===== config.mk =====
export PLATFORM = sky130hd
export DESIGN_NAME = f32e_fma
export DESIGN_NICKNAME = d
export VERILOG_FILES = /design/src/hw/rtl/f32e_pkg.sv /design/src/hw/rtl/f32e_fma.sv
export VERILOG_INCLUDE_DIRS = /design/src /design/src/hw/rtl
export SDC_FILE = /design/constraint.sdc
export NUM_CORES = 2
export LEC_CHECK = 0
export BUFFER_PORTS_ARGS = -buffer_cell sky130_fd_sc_hd__clkbuf_2
export CORE_MARGIN = 2
export CORE_UTILIZATION = 25
export CTS_CLUSTER_SIZE = 24
export DETAILED_ROUTE_END_ITERATION = 10
export MAX_ROUTING_LAYER = met4
export REMOVE_ABC_BUFFERS = 1
export SLEW_MARGIN = 20
export SYNTH_ARGS = -nofsm -noshare
export SYNTH_HDL_FRONTEND = slang
export SYNTH_SLANG_ARGS = --single-unit
export TNS_END_PERCENT = 5

===== constraint.sdc =====
create_clock -name clock -period 27.7 [get_ports clock]
set_input_delay 2.77 -clock clock [delete_from_list [all_inputs] [get_ports clock]]
set_output_delay 2.77 -clock clock [all_outputs]
set_load 0.005 [all_outputs]

===== src/hw/rtl/f32_exp_nonpositive_poly5_top_macros.svh =====
// assertion macros for the single-precision exp pipeline
// depends on signals named clock and reset in the module that uses them
`ifndef F32_EXP_NONPOSITIVE_POLY5_TOP_MACROS_SVH
`define F32_EXP_NONPOSITIVE_POLY5_TOP_MACROS_SVH
`ifndef SYNTHESIS
// same-cycle implication
`define F32E_ASSERT_NOW(label, ante, cons) \
   label: assert property (@(posedge clock) disable iff (reset) (ante) |-> (cons)) \
      else $error("f32e check failed");
// next-cycle implication
`define F32E_ASSERT_NEXT(label, ante, cons) \
   label: assert property (@(posedge clock) disable iff (reset) (ante) |=> (cons)) \
      else $error("f32e check failed");
`else
`define F32E_ASSERT_NOW(label, ante, cons)
`define F32E_ASSERT_NEXT(label, ante, cons)
`endif
`endif


===== src/hw/rtl/f32e_pkg.sv =====
// constants, types and helper functions of the single-precision exp pipeline
// no dependencies
`default_nettype none
package f32e_pkg;
   typedef logic [31:0] f32_type;

   localparam f32_type MAGIC_BIAS  = 32'h4B40007F;
   localparam f32_type NEG_MAGIC   = 32'hCB40007F;
   localparam f32_type ONE_BITS    = 32'h3F800000;
   localparam f32_type LOG2E       = 32'h3FB8AA3B;
   localparam f32_type MINUS_LN2   = 32'hBF317218;
   localparam f32_type COEF1       = 32'h3F7FFFFB;
   localparam f32_type COEF2       = 32'h3EFFFEE3;
   localparam f32_type COEF3       = 32'h3E2AAD40;
   localparam f32_type COEF4       = 32'h3D2B9D0D;
   localparam f32_type COEF5       = 32'h3C07CFCE;
   localparam f32_type NEG_ZERO    = 32'h80000000;
   localparam f32_type DEFAULT_NAN = 32'hFFC00000;
   localparam f32_type QUIET_BIT   = 32'h00400000;
   localparam logic [30:0] INF_MAG    = 31'h7F800000;
   localparam logic [30:0] CUTOFF_MAG = 31'h42AEAC4F;
   localparam int SCALE_SHIFT = 23;

   // position of the highest set bit, zero for zero
   function automatic logic [5:0] msb64(input logic [63:0] v);
      logic [5:0] pos;
      pos = '0;
      for (int i = 0; i < 64; i++) begin
         if (v[i]) pos = i[5:0];
      end
      return pos;
   endfunction

   // significand of a finite value
   function automatic logic [23:0] sig_of(input f32_type v);
      return {(v[30:23] != 8'd0), v[22:0]};
   endfunction

   // exponent of the significand lsb
   function automatic logic signed [11:0] exp_of(input f32_type v);
      logic signed [11:0] e;
      if (v[30:23] == 8'd0) e = -12'sd149;
      else e = $signed({4'b0, v[30:23]}) - 12'sd150;
      return e;
   endfunction
endpackage
`default_nettype wire


===== src/hw/rtl/f32e_fma.sv =====
// five-stage binary32 fused multiply-add, round to nearest even, subnormals kept
// depends on f32e_pkg and the assertion macro header
`default_nettype none
`include "f32_exp_nonpositive_poly5_top_macros.svh"
module f32e_fma #(
   parameter int SB_W = 1
) (
   input  wire                    clock,
   input  wire                    reset,
   input  wire                    en,
   input  wire                    in_vld,
   input  wire  f32e_pkg::f32_type a,
   input  wire  f32e_pkg::f32_type b,
   input  wire  f32e_pkg::f32_type c,
   input  wire  [SB_W-1:0]        side_in,
   output logic                   out_vld,
   output f32e_pkg::f32_type      out_bits,
   output logic [SB_W-1:0]        side_out
);
   import f32e_pkg::*;

   // stage 1: specials, decode, multiply
   logic a_nan, b_nan, c_nan, a_inf, b_inf, c_inf, a_zero, b_zero, c_zero, sp;
   logic s1_spec_in;
   f32_type s1_sbits_in;
   logic s1_vld_ff, s1_spec_ff, s1_sp_ff, s1_sc_ff, s1_cz_ff;
   f32_type s1_sbits_ff;
   logic [47:0] s1_mp_ff;
   logic [23:0] s1_mc_ff;
   logic signed [11:0] s1_ep_ff, s1_ec_ff;
   logic [SB_W-1:0] s1_side_ff;

   always_comb begin
      a_nan = a[30:0] > INF_MAG;
      b_nan = b[30:0] > INF_MAG;
      c_nan = c[30:0] > INF_MAG;
      a_inf = a[30:0] == INF_MAG;
      b_inf = b[30:0] == INF_MAG;
      c_inf = c[30:0] == INF_MAG;
      a_zero = a[30:0] == 31'd0;
      b_zero = b[30:0] == 31'd0;
      c_zero = c[30:0] == 31'd0;
      sp = a[31] ^ b[31];
      s1_spec_in = 1'b1;
      s1_sbits_in = '0;
      if (a_nan) s1_sbits_in = a | QUIET_BIT;
      else if (b_nan) s1_sbits_in = b | QUIET_BIT;
      else if (c_nan) s1_sbits_in = c | QUIET_BIT;
      else if ((a_inf && b_zero) || (b_inf && a_zero)) s1_sbits_in = DEFAULT_NAN;
      else if (a_inf || b_inf) begin
         s1_sbits_in = (c_inf && (c[31] != sp)) ? DEFAULT_NAN : {sp, INF_MAG};
      end else if (c_inf) s1_sbits_in = c;
      else if (a_zero || b_zero) begin
         if (!c_zero) s1_sbits_in = c;
         else s1_sbits_in = (sp == c[31]) ? c : 32'd0;
      end else s1_spec_in = 1'b0;
   end

   always_ff @(posedge clock) begin
      if (reset) s1_vld_ff <= 1'b0;
      else if (en) s1_vld_ff <= in_vld;
      if (en) begin
         s1_spec_ff  <= s1_spec_in;
         s1_sbits_ff <= s1_sbits_in;
         s1_mp_ff    <= sig_of(a) * sig_of(b);
         s1_ep_ff    <= exp_of(a) + exp_of(b);
         s1_mc_ff    <= sig_of(c);
         s1_ec_ff    <= exp_of(c);
         s1_sp_ff    <= sp;
         s1_sc_ff    <= c[31];
         s1_cz_ff    <= c_zero;
         s1_side_ff  <= side_in;
      end
   end

   // stage 2: normalize both terms to bit 61, swap, align with sticky
   logic [5:0] lsp, lsc, dsh;
   logic [63:0] mpn, mcn, sml_raw, s2_big_in, s2_sml_in;
   logic signed [11:0] epn, ecn, s2_eb_in, es, dd;
   logic prod_big, s2_sbig_in, s2_ssml_in;
   logic s2_vld_ff, s2_spec_ff, s2_sbig_ff, s2_ssml_ff;
   f32_type s2_sbits_ff;
   logic [63:0] s2_big_ff, s2_sml_ff;
   logic signed [11:0] s2_eb_ff;
   logic [SB_W-1:0] s2_side_ff;

   always_comb begin
      lsp = 6'd61 - msb64({16'd0, s1_mp_ff});
      lsc = 6'd61 - msb64({40'd0, s1_mc_ff});
      mpn = {16'd0, s1_mp_ff} << lsp;
      mcn = {40'd0, s1_mc_ff} << lsc;
      epn = s1_ep_ff - $signed({6'd0, lsp});
      ecn = s1_ec_ff - $signed({6'd0, lsc});
      prod_big = s1_cz_ff || (epn >= ecn);
      s2_big_in  = prod_big ? mpn : mcn;
      s2_eb_in   = prod_big ? epn : ecn;
      s2_sbig_in = prod_big ? s1_sp_ff : s1_sc_ff;
      s2_ssml_in = prod_big ? s1_sc_ff : s1_sp_ff;
      sml_raw    = s1_cz_ff ? 64'd0 : (prod_big ? mcn : mpn);
      es         = prod_big ? ecn : epn;
      dd         = s2_eb_in - es;
      dsh        = dd[5:0];
      if (s1_cz_ff) s2_sml_in = 64'd0;
      else if (dd >= 12'sd63) s2_sml_in = {63'd0, |sml_raw};
      else s2_sml_in = (sml_raw >> dsh)
         | {63'd0, |(sml_raw & ((64'd1 << dsh) - 64'd1))};
   end

   always_ff @(posedge clock) begin
      if (reset) s2_vld_ff <= 1'b0;
      else if (en) s2_vld_ff <= s1_vld_ff;
      if (en) begin
         s2_spec_ff  <= s1_spec_ff;
         s2_sbits_ff <= s1_sbits_ff;
         s2_big_ff   <= s2_big_in;
         s2_sml_ff   <= s2_sml_in;
         s2_eb_ff    <= s2_eb_in;
         s2_sbig_ff  <= s2_sbig_in;
         s2_ssml_ff  <= s2_ssml_in;
         s2_side_ff  <= s1_side_ff;
      end
   end

   // stage 3: signed magnitude add
   logic same, big_ge;
   logic [63:0] s3_r_in;
   logic s3_sign_in;
   logic s3_vld_ff, s3_spec_ff, s3_sign_ff;
   f32_type s3_sbits_ff;
   logic [63:0] s3_r_ff;
   logic signed [11:0] s3_e_ff;
   logic [SB_W-1:0] s3_side_ff;

   always_comb begin
      same = s2_sbig_ff == s2_ssml_ff;
      big_ge = s2_big_ff >= s2_sml_ff;
      if (same) begin
         s3_r_in = s2_big_ff + s2_sml_ff;
         s3_sign_in = s2_sbig_ff;
      end else if (big_ge) begin
         s3_r_in = s2_big_ff - s2_sml_ff;
         s3_sign_in = s2_sbig_ff;
      end else begin
         s3_r_in = s2_sml_ff - s2_big_ff;
         s3_sign_in = s2_ssml_ff;
      end
   end

   always_ff @(posedge clock) begin
      if (reset) s3_vld_ff <= 1'b0;
      else if (en) s3_vld_ff <= s2_vld_ff;
      if (en) begin
         s3_spec_ff  <= s2_spec_ff;
         s3_sbits_ff <= s2_sbits_ff;
         s3_r_ff     <= s3_r_in;
         s3_sign_ff  <= s3_sign_in;
         s3_e_ff     <= s2_eb_ff;
         s3_side_ff  <= s2_side_ff;
      end
   end

   // stage 4: leading one, result exponent, rounding shift
   logic [5:0] top;
   logic signed [11:0] s4_ev_in, s4_shift_in;
   logic s4_normal_in;
   logic s4_vld_ff, s4_spec_ff, s4_sign_ff, s4_zero_ff, s4_normal_ff, s4_ovf_ff;
   f32_type s4_sbits_ff;
   logic [63:0] s4_r_ff;
   logic signed [11:0] s4_ev_ff, s4_shift_ff;
   logic [SB_W-1:0] s4_side_ff;

   always_comb begin
      top = msb64(s3_r_ff);
      s4_ev_in = $signed({6'd0, top}) + s3_e_ff;
      s4_normal_in = s4_ev_in >= -12'sd126;
      s4_shift_in = s4_normal_in ? ($signed({6'd0, top}) - 12'sd23)
                                 : (-12'sd149 - s3_e_ff);
   end

   always_ff @(posedge clock) begin
      if (reset) s4_vld_ff <= 1'b0;
      else if (en) s4_vld_ff <= s3_vld_ff;
      if (en) begin
         s4_spec_ff   <= s3_spec_ff;
         s4_sbits_ff  <= s3_sbits_ff;
         s4_sign_ff   <= s3_sign_ff;
         s4_zero_ff   <= s3_r_ff == 64'd0;
         s4_r_ff      <= s3_r_ff;
         s4_ev_ff     <= s4_ev_in;
         s4_normal_ff <= s4_normal_in;
         s4_ovf_ff    <= s4_normal_in && (s4_ev_in >= 12'sd128);
         s4_shift_ff  <= s4_shift_in;
         s4_side_ff   <= s3_side_ff;
      end
   end

   // stage 5: round to nearest even and pack
   logic [5:0] rsh, lsh;
   logic [63:0] m, low_mask;
   logic guard, sticky;
   logic [11:0] evb;
   logic [32:0] w;
   logic [30:0] mag;
   f32_type s5_bits_in;
   logic s5_vld_ff;
   f32_type s5_bits_ff;
   logic [SB_W-1:0] s5_side_ff;

   always_comb begin
      rsh = s4_shift_ff[5:0];
      lsh = 6'd0 - s4_shift_ff[5:0];
      low_mask = (64'd1 << (rsh - 6'd1)) - 64'd1;
      guard = 1'b0;
      sticky = 1'b0;
      if (s4_shift_ff <= 12'sd0) m = s4_r_ff << lsh;
      else if (s4_shift_ff >= 12'sd64) m = 64'd0;
      else begin
         m = s4_r_ff >> rsh;
         guard = s4_r_ff[rsh - 6'd1];
         sticky = |(s4_r_ff & low_mask);
         m = m + {63'd0, guard & (sticky | m[0])};
      end
      evb = s4_ev_ff + 12'sd126;
      w = ({25'd0, evb[7:0]} << SCALE_SHIFT) + {8'd0, m[24:0]};
      if (!s4_normal_ff) mag = m[30:0];
      else if (w >= {2'b0, INF_MAG}) mag = INF_MAG;
      else mag = w[30:0];
      if (s4_spec_ff) s5_bits_in = s4_sbits_ff;
      else if (s4_zero_ff) s5_bits_in = 32'd0;
      else if (s4_ovf_ff) s5_bits_in = {s4_sign_ff, INF_MAG};
      else s5_bits_in = {s4_sign_ff, mag};
   end

   always_ff @(posedge clock) begin
      if (reset) s5_vld_ff <= 1'b0;
      else if (en) s5_vld_ff <= s4_vld_ff;
      if (en) begin
         s5_bits_ff <= s5_bits_in;
         s5_side_ff <= s4_side_ff;
      end
   end

   assign out_vld  = s5_vld_ff;
   assign out_bits = s5_bits_ff;
   assign side_out = s5_side_ff;

   // larger aligned term always carries its leading one at bit 61
   `F32E_ASSERT_NOW(a_big_norm, s2_vld_ff && !s2_spec_ff, s2_big_ff[61])
   // the magnitude sum never reaches bit 63
   `F32E_ASSERT_NOW(a_sum_fits, s3_vld_ff && !s3_spec_ff, !s3_r_ff[63])
   // a stalled pipe keeps its result word
   `F32E_ASSERT_NEXT(a_stall_hold, !en && s5_vld_ff, $stable(s5_bits_ff) && s5_vld_ff)
endmodule
`default_nettype wire


# Word-level counts from Yosys, hierarchy flattened
# Index checks and enable logic that the tools add are counted.
# W data, S select, Z words.
# word_totals
regBits,580
latchBits,0
ram_bits,0
rom_bits,0
inputBits,101
output_inout_bits,34
word_cells,291
n_memories,0
# classes
n_addsub,22
mul,1
div,0
order_cmp,12
eq_ne,6
n_shift,7
n_mux,170
bitwise,6
n_reduce_logical,24
# op_table
operator,n
$mux W6,130
$mux W32,12
$mux W64,5
$reduce_or A64 Y1,3
$mux W31,5
$and A64 B64 Y64,2
$shl A1 B6 Y64 const A,2
$sub A64 B1 Y64 const B,2
$sub A64 B64 Y64,2
$eq A31 B31 Y1 const B,3
$gt A31 B31 Y1 const B,3
$logic_not A31 Y1,3
$mux W12,7
$add A64 B64 Y64,1
$ge A64 B64 Y1,1
$logic_not A64 Y1,1
$or A64 B1 Y64,1
$shl A24 B6 Y64,1
$shl A48 B6 Y64,1
$shl A64 B6 Y31,1
$shr A64 B6 Y31,1
$shr A64 B6 Y64,1
$mul A24 B24 Y48,1
$add A31 B25 Y32,1
other kinds (33),58

# Longest topological paths before layout
# depth
depth_word,66
depth_mapped,48

# Worst setup path after synthesis
# OpenSTA, ideal clock, no wires.
# synth_path
path_type,register to register
startpoint,reg s1_mp_ff[22]
endpoint,"reg s2_sml_ff[0], data pin"
setup_ns,0.268
t_arrival_ns,10.146
required_time_ns,27.432
slack_ns,17.286
path_stages_with_launch,48
path_buffers,10
cell_sequence,edfxtp_1 or4_1 or3_1 a31oi_1 o21a_2 o41ai_4 buf_2 buf_2 buf_2 ha_1 xnor2_1 inv_2 buf_2 buf_2 buf_2 buf_2 ha_1 o211a_1 [12 not listed] o31a_1 o31ai_1 nand2_1 clkbuf_1 nand2_1 nor2_1 nand2_1 ha_1 o31a_1 clkbuf_1 and4b_1 clkbuf_1 nand3_1 a32oi_1 o211ai_1 a2111o_1 nor4_1 o211ai_1
# synth_between
elab_chain_len,38
# synth_lines
item,line_no,text
from (decl),f32e_fma.sv:28,logic [47:0] s1_mp_ff;
from (signal assigned),f32e_fma.sv:65,s1_mp_ff <= sig_of(a) * sig_of(b);
$mux W6 (26 in a row),f32e_pkg.sv:29,if (v[i]) pos = i[5:0];
$sub A6 B6 Y6,f32e_fma.sv:88,"lsp = 6'd61 - msb64({16'd0, s1_mp_ff});"
$sub A12 B7 Y12,f32e_fma.sv:92,"epn = s1_ep_ff - $signed({6'd0, lsp});"
$ge A12 B12 Y1,f32e_fma.sv:94,prod_big = s1_cz_ff || (epn >= ecn);
$logic_or A1 B1 Y1,f32e_fma.sv:94,
"$mux W12, on equally long branches","f32e_fma.sv:96, f32e_fma.sv:100",
$sub A12 B12 Y12,f32e_fma.sv:101,dd = s2_eb_in - es;
$shl A1 B6 Y64,f32e_fma.sv:106,"| {63'd0, |(sml_raw & ((64'd1 << dsh) - 64'd1))};"
$sub A64 B1 Y64,f32e_fma.sv:106,
$and A64 B64 Y64,f32e_fma.sv:106,
$reduce_or A64 Y1,f32e_fma.sv:106,
$or A64 B1 Y64,f32e_fma.sv:106,
$mux W1 (*),f32e_fma.sv:104,"else if (dd >= 12'sd63) s2_sml_in = {63'd0, |sml_raw};"
to (signal assigned),f32e_fma.sv:116,s2_sml_ff <= s2_sml_in;
to (decl),f32e_fma.sv:83,"logic [63:0] s2_big_ff, s2_sml_ff;"
# Every way passes the cells marked *; elsewhere a longest branch is shown, timed or not.
# A chain may end at the register's enable or synchronous reset.

# Final worst setup path
# Ends and elaborated chain as after synthesis.

==> results_dict.tcl <==
set metrics [dict create \
    outcome "finished, final reports clean" \
    rsz0062_at_grt "no" \
    fillCellCount 32300 \
    syn_area_um2 75000 \
    crit_top_cell "buf_4" \
    die_x_um 552 \
    avgSynthCellArea_um2 8.64 \
    timing.slew.headroom 0.178 \
    syn_inst 8684 \
    path_buf_inv 6 \
    dp_hpwl_um 244000 \
    multiInputGateArea_um2 52700 \
    criticalPathCategory "reg -> reg" \
    final_nets 9551 \
    synth-seq-cells 577 \
    dr_total_vias 69400 \
    hold_buffers 0 \
    finalCritPeriodShare 0.474 \
    hold_class "reg -> reg" \
    vias_per_cell 5.52 \
    rows 201 \
    hold_viol 0 \
    crit_slowest_cell "o31a_1" \
    cts_htree_levels 3 \
    grt_max_degree 88 \
    cts.clk_slew.worst_paths_ns 0.08 \
    seq_area_um2 17300 \
    setup_viol 0 \
    grt_pass1_wl_um 459000 \
    grt_pass1_vias 66300 \
    drive_above_1_share 0.0902 \
    synth.distinct_cells 120 \
    area_growth_pct 9.67 \
    clock_path_buffers 3 \
    hold_slack_ns 0.408 \
    synthSimpleGateAreaFrac 0.175 \
    ys_warn_count 0 \
    grt_use_total 0.206 \
    die-area_um2 304000 \
    fin_skew_ns 0.0506 \
    crit_path_end_kind "flop" \
    antenna_left 0 \
    tightest_slew_ns 1.23 \
    setup_tns_ns 0 \
    die_y_um 552 \
    drv_slew 0 \
    drtIter0Drc 8339 \
    synthAdderAreaFrac 0.202 \
    synth_ff_type "edfxtp_1" \
    fin_util 0.275 \
    start_kind "flop" \
    totalWireLength_um 314000 \
    synth_top_family_by_area "adder cells" \
    fin_crit_ns 13.13 \
    design.portCount 135 \
    synth_xor_area_frac 0.0265 \
    cts_resized 0 \
    cts_setup_buffers 0 \
    ctsRootBufferMaster "clkbuf_16" \
    worstRegToRegCells 39 \
    cts_tree "yes" \
    numCtsBuffers 68 \
    synth_edf_count 572 \
    drt_pass1_iterations 9 \
    crit_required_ns 28.12 \
    start_util 0.251 \
    gp_congestion 1.03 \
    cp_slowest_stage_delay_ns 0.71 \
    max_freq_mhz 76.2 \
    arrival_ns 13.54 \
    min_delay_path_depth 0 \
    grt-ovfl-total 0 \
    drc 0 \
    routedWlPerCell_um 25.0 \
    antenna_found_initial 20 \
    synth_seq_area_share 0.230 \
    io_buffer_count 134 \
    synth_compound_area_frac 0.200 \
    cp_max_fo 56 \
    clk_latency_ns 0.69 \
    ys_async_sr_fraction 0 \
    path_depth 39 \
    clock-sinks 577 \
    maxCapViolations 0 \
    core_area_um2 299000 \
    synth_mux_area_frac 0.0959 \
    critPathTopFamily "compound AO/OA/AOI/OAI gates" \
]
routing by layer:
layer  global-route usage  share of wire  vias up  wire, um
met3               0.0326          0.088      731     27700
met1                0.272           0.42    34100    131000
met2                0.309           0.44     3666    138000
met5                    -              0        -         0
met4               0.0972          0.056        0     17600
li1                     -              -    30800         -
synthesized netlist by cell type, types with 50 or more instances:
| master | n | area share |
|---|---|---|
| inv_1 | 803 | 0.040 |
| o22ai_1 | 63 | 0.0053 |
| nor2_1 | 702 | 0.035 |
| or3_1 | 50 | 0.0042 |
| xor2_1 | 61 | 0.0071 |
| ha_1 | 427 | 0.071 |
| a21o_1 | 77 | 0.0077 |
| o211ai_1 | 85 | 0.0085 |
| a31oi_1 | 84 | 0.0070 |
| mux4_2 | 144 | 0.043 |
| nand4_1 | 99 | 0.0083 |
| nand3_1 | 169 | 0.011 |
| mux2_2 | 88 | 0.013 |
| buf_1 | 58 | 0.0029 |
| a21oi_1 | 672 | 0.045 |
| xnor2_1 | 166 | 0.019 |
| and2_1 | 288 | 0.024 |
| o21ai_0 | 449 | 0.030 |
| nand2_1 | 997 | 0.050 |
| a211oi_1 | 84 | 0.0084 |
| nor4_1 | 94 | 0.0078 |
| nor3_1 | 161 | 0.011 |
| o21bai_1 | 117 | 0.012 |
| o21a_1 | 57 | 0.0057 |
| edfxtp_1 | 572 | 0.23 |
| mux2i_1 | 254 | 0.034 |
| clkbuf_1 | 410 | 0.021 |
| fa_1 | 490 | 0.13 |
| a22oi_1 | 75 | 0.0075 |
| o31ai_1 | 89 | 0.0089 |
cell usage in the layout, fill, tap and decap left out, types with 99 or more instances in the layout:
| cell type | count |
|---|---|
| nor3_1 | 160 |
| nand3_1 | 169 |
| o21bai_1 | 117 |
| clkbuf_2 | 133 |
| mux2i_1 | 253 |
| edfxtp_1 | 572 |
| mux4_2 | 144 |
| and2_1 | 288 |
| buf_4 | 166 |
| a21oi_1 | 671 |
| fa_1 | 490 |
| ha_1 | 424 |
| inv_1 | 800 |
| nand2_1 | 994 |
| nor2_1 | 693 |
| xnor2_1 | 159 |
| o21ai_0 | 448 |
| nand4_1 | 99 |
path summary, 6_finish.rpt:
path                                 start                         end  slack [ns]
setup / recovery    s1_mp_ff[22]$_DFFE_PP_  s2_sml_ff[0]$_SDFFCE_PP0P_       14.57
hold / removal    s3_sbits_ff[5]$_DFFE_PP_    s4_sbits_ff[5]$_DFFE_PP_        0.41
setup reg to reg    s1_mp_ff[22]$_DFFE_PP_  s2_sml_ff[0]$_SDFFCE_PP0P_       14.57
hold reg to reg   s3_sbits_ff[5]$_DFFE_PP_    s4_sbits_ff[5]$_DFFE_PP_        0.41
kinds of logic after synthesis:
kind of cell / count (synthesis)
other cells: 1
xor+xnor: 227
compound gates: 2308
fa+ha+maj: 918
buf+inv: 1339
mux: 503
flops: 577
simple gates: 2811
worst register-to-register path, delay by kind of cell (launching register included):
family                   cells  cell delay [ns]
AO/OA/AOI/OAI               15             4.12
adder cells (fa/ha/maj)      4             1.66
flip-flops                   1             0.49
AND/OR/NAND/NOR             11             3.61
XOR/XNOR                     2             0.41
buffers and inverters        6             2.27
multiplexers                 1             0.33
flip-flops by register name, summed over array words and instances (netlist names), 48 cells and up:
name	flops
s4_r_ff	64
s2_sml_ff	64
s3_r_ff	64
s1_mp_ff	48
s2_big_ff	64
layout make-up:
type | count | area share
antenna | 14 | 0.000426
sequential | 577 | 0.210
clock inverter | 50 | 0.00709
multi-input combinational | 6770 | 0.641
inverter | 816 | 0.0373
tap | 3958 | 0.0602
clock buffer | 76 | 0.0210
timing repair buffer | 300 | 0.0234
through the flow:
| stage | setup slack [ns] | instances | cell area (um2) |
|---|---|---|---|
| after floorplan | 13.14 | 8163 | 72800 |
| after global placement | 14.85 | 12400 | 79900 |
| after detailed placement | 14.88 | 12400 | 79900 |
| after CTS | 14.87 | 12500 | 82200 |
| after global routing | 14.03 | 12600 | 82300 |
| final | 14.57 | 12600 | 82300 |
Power is left out: the tool's default activity adds up to more than one toggle a clock period on the data nets, which glitch-free logic cannot reach.
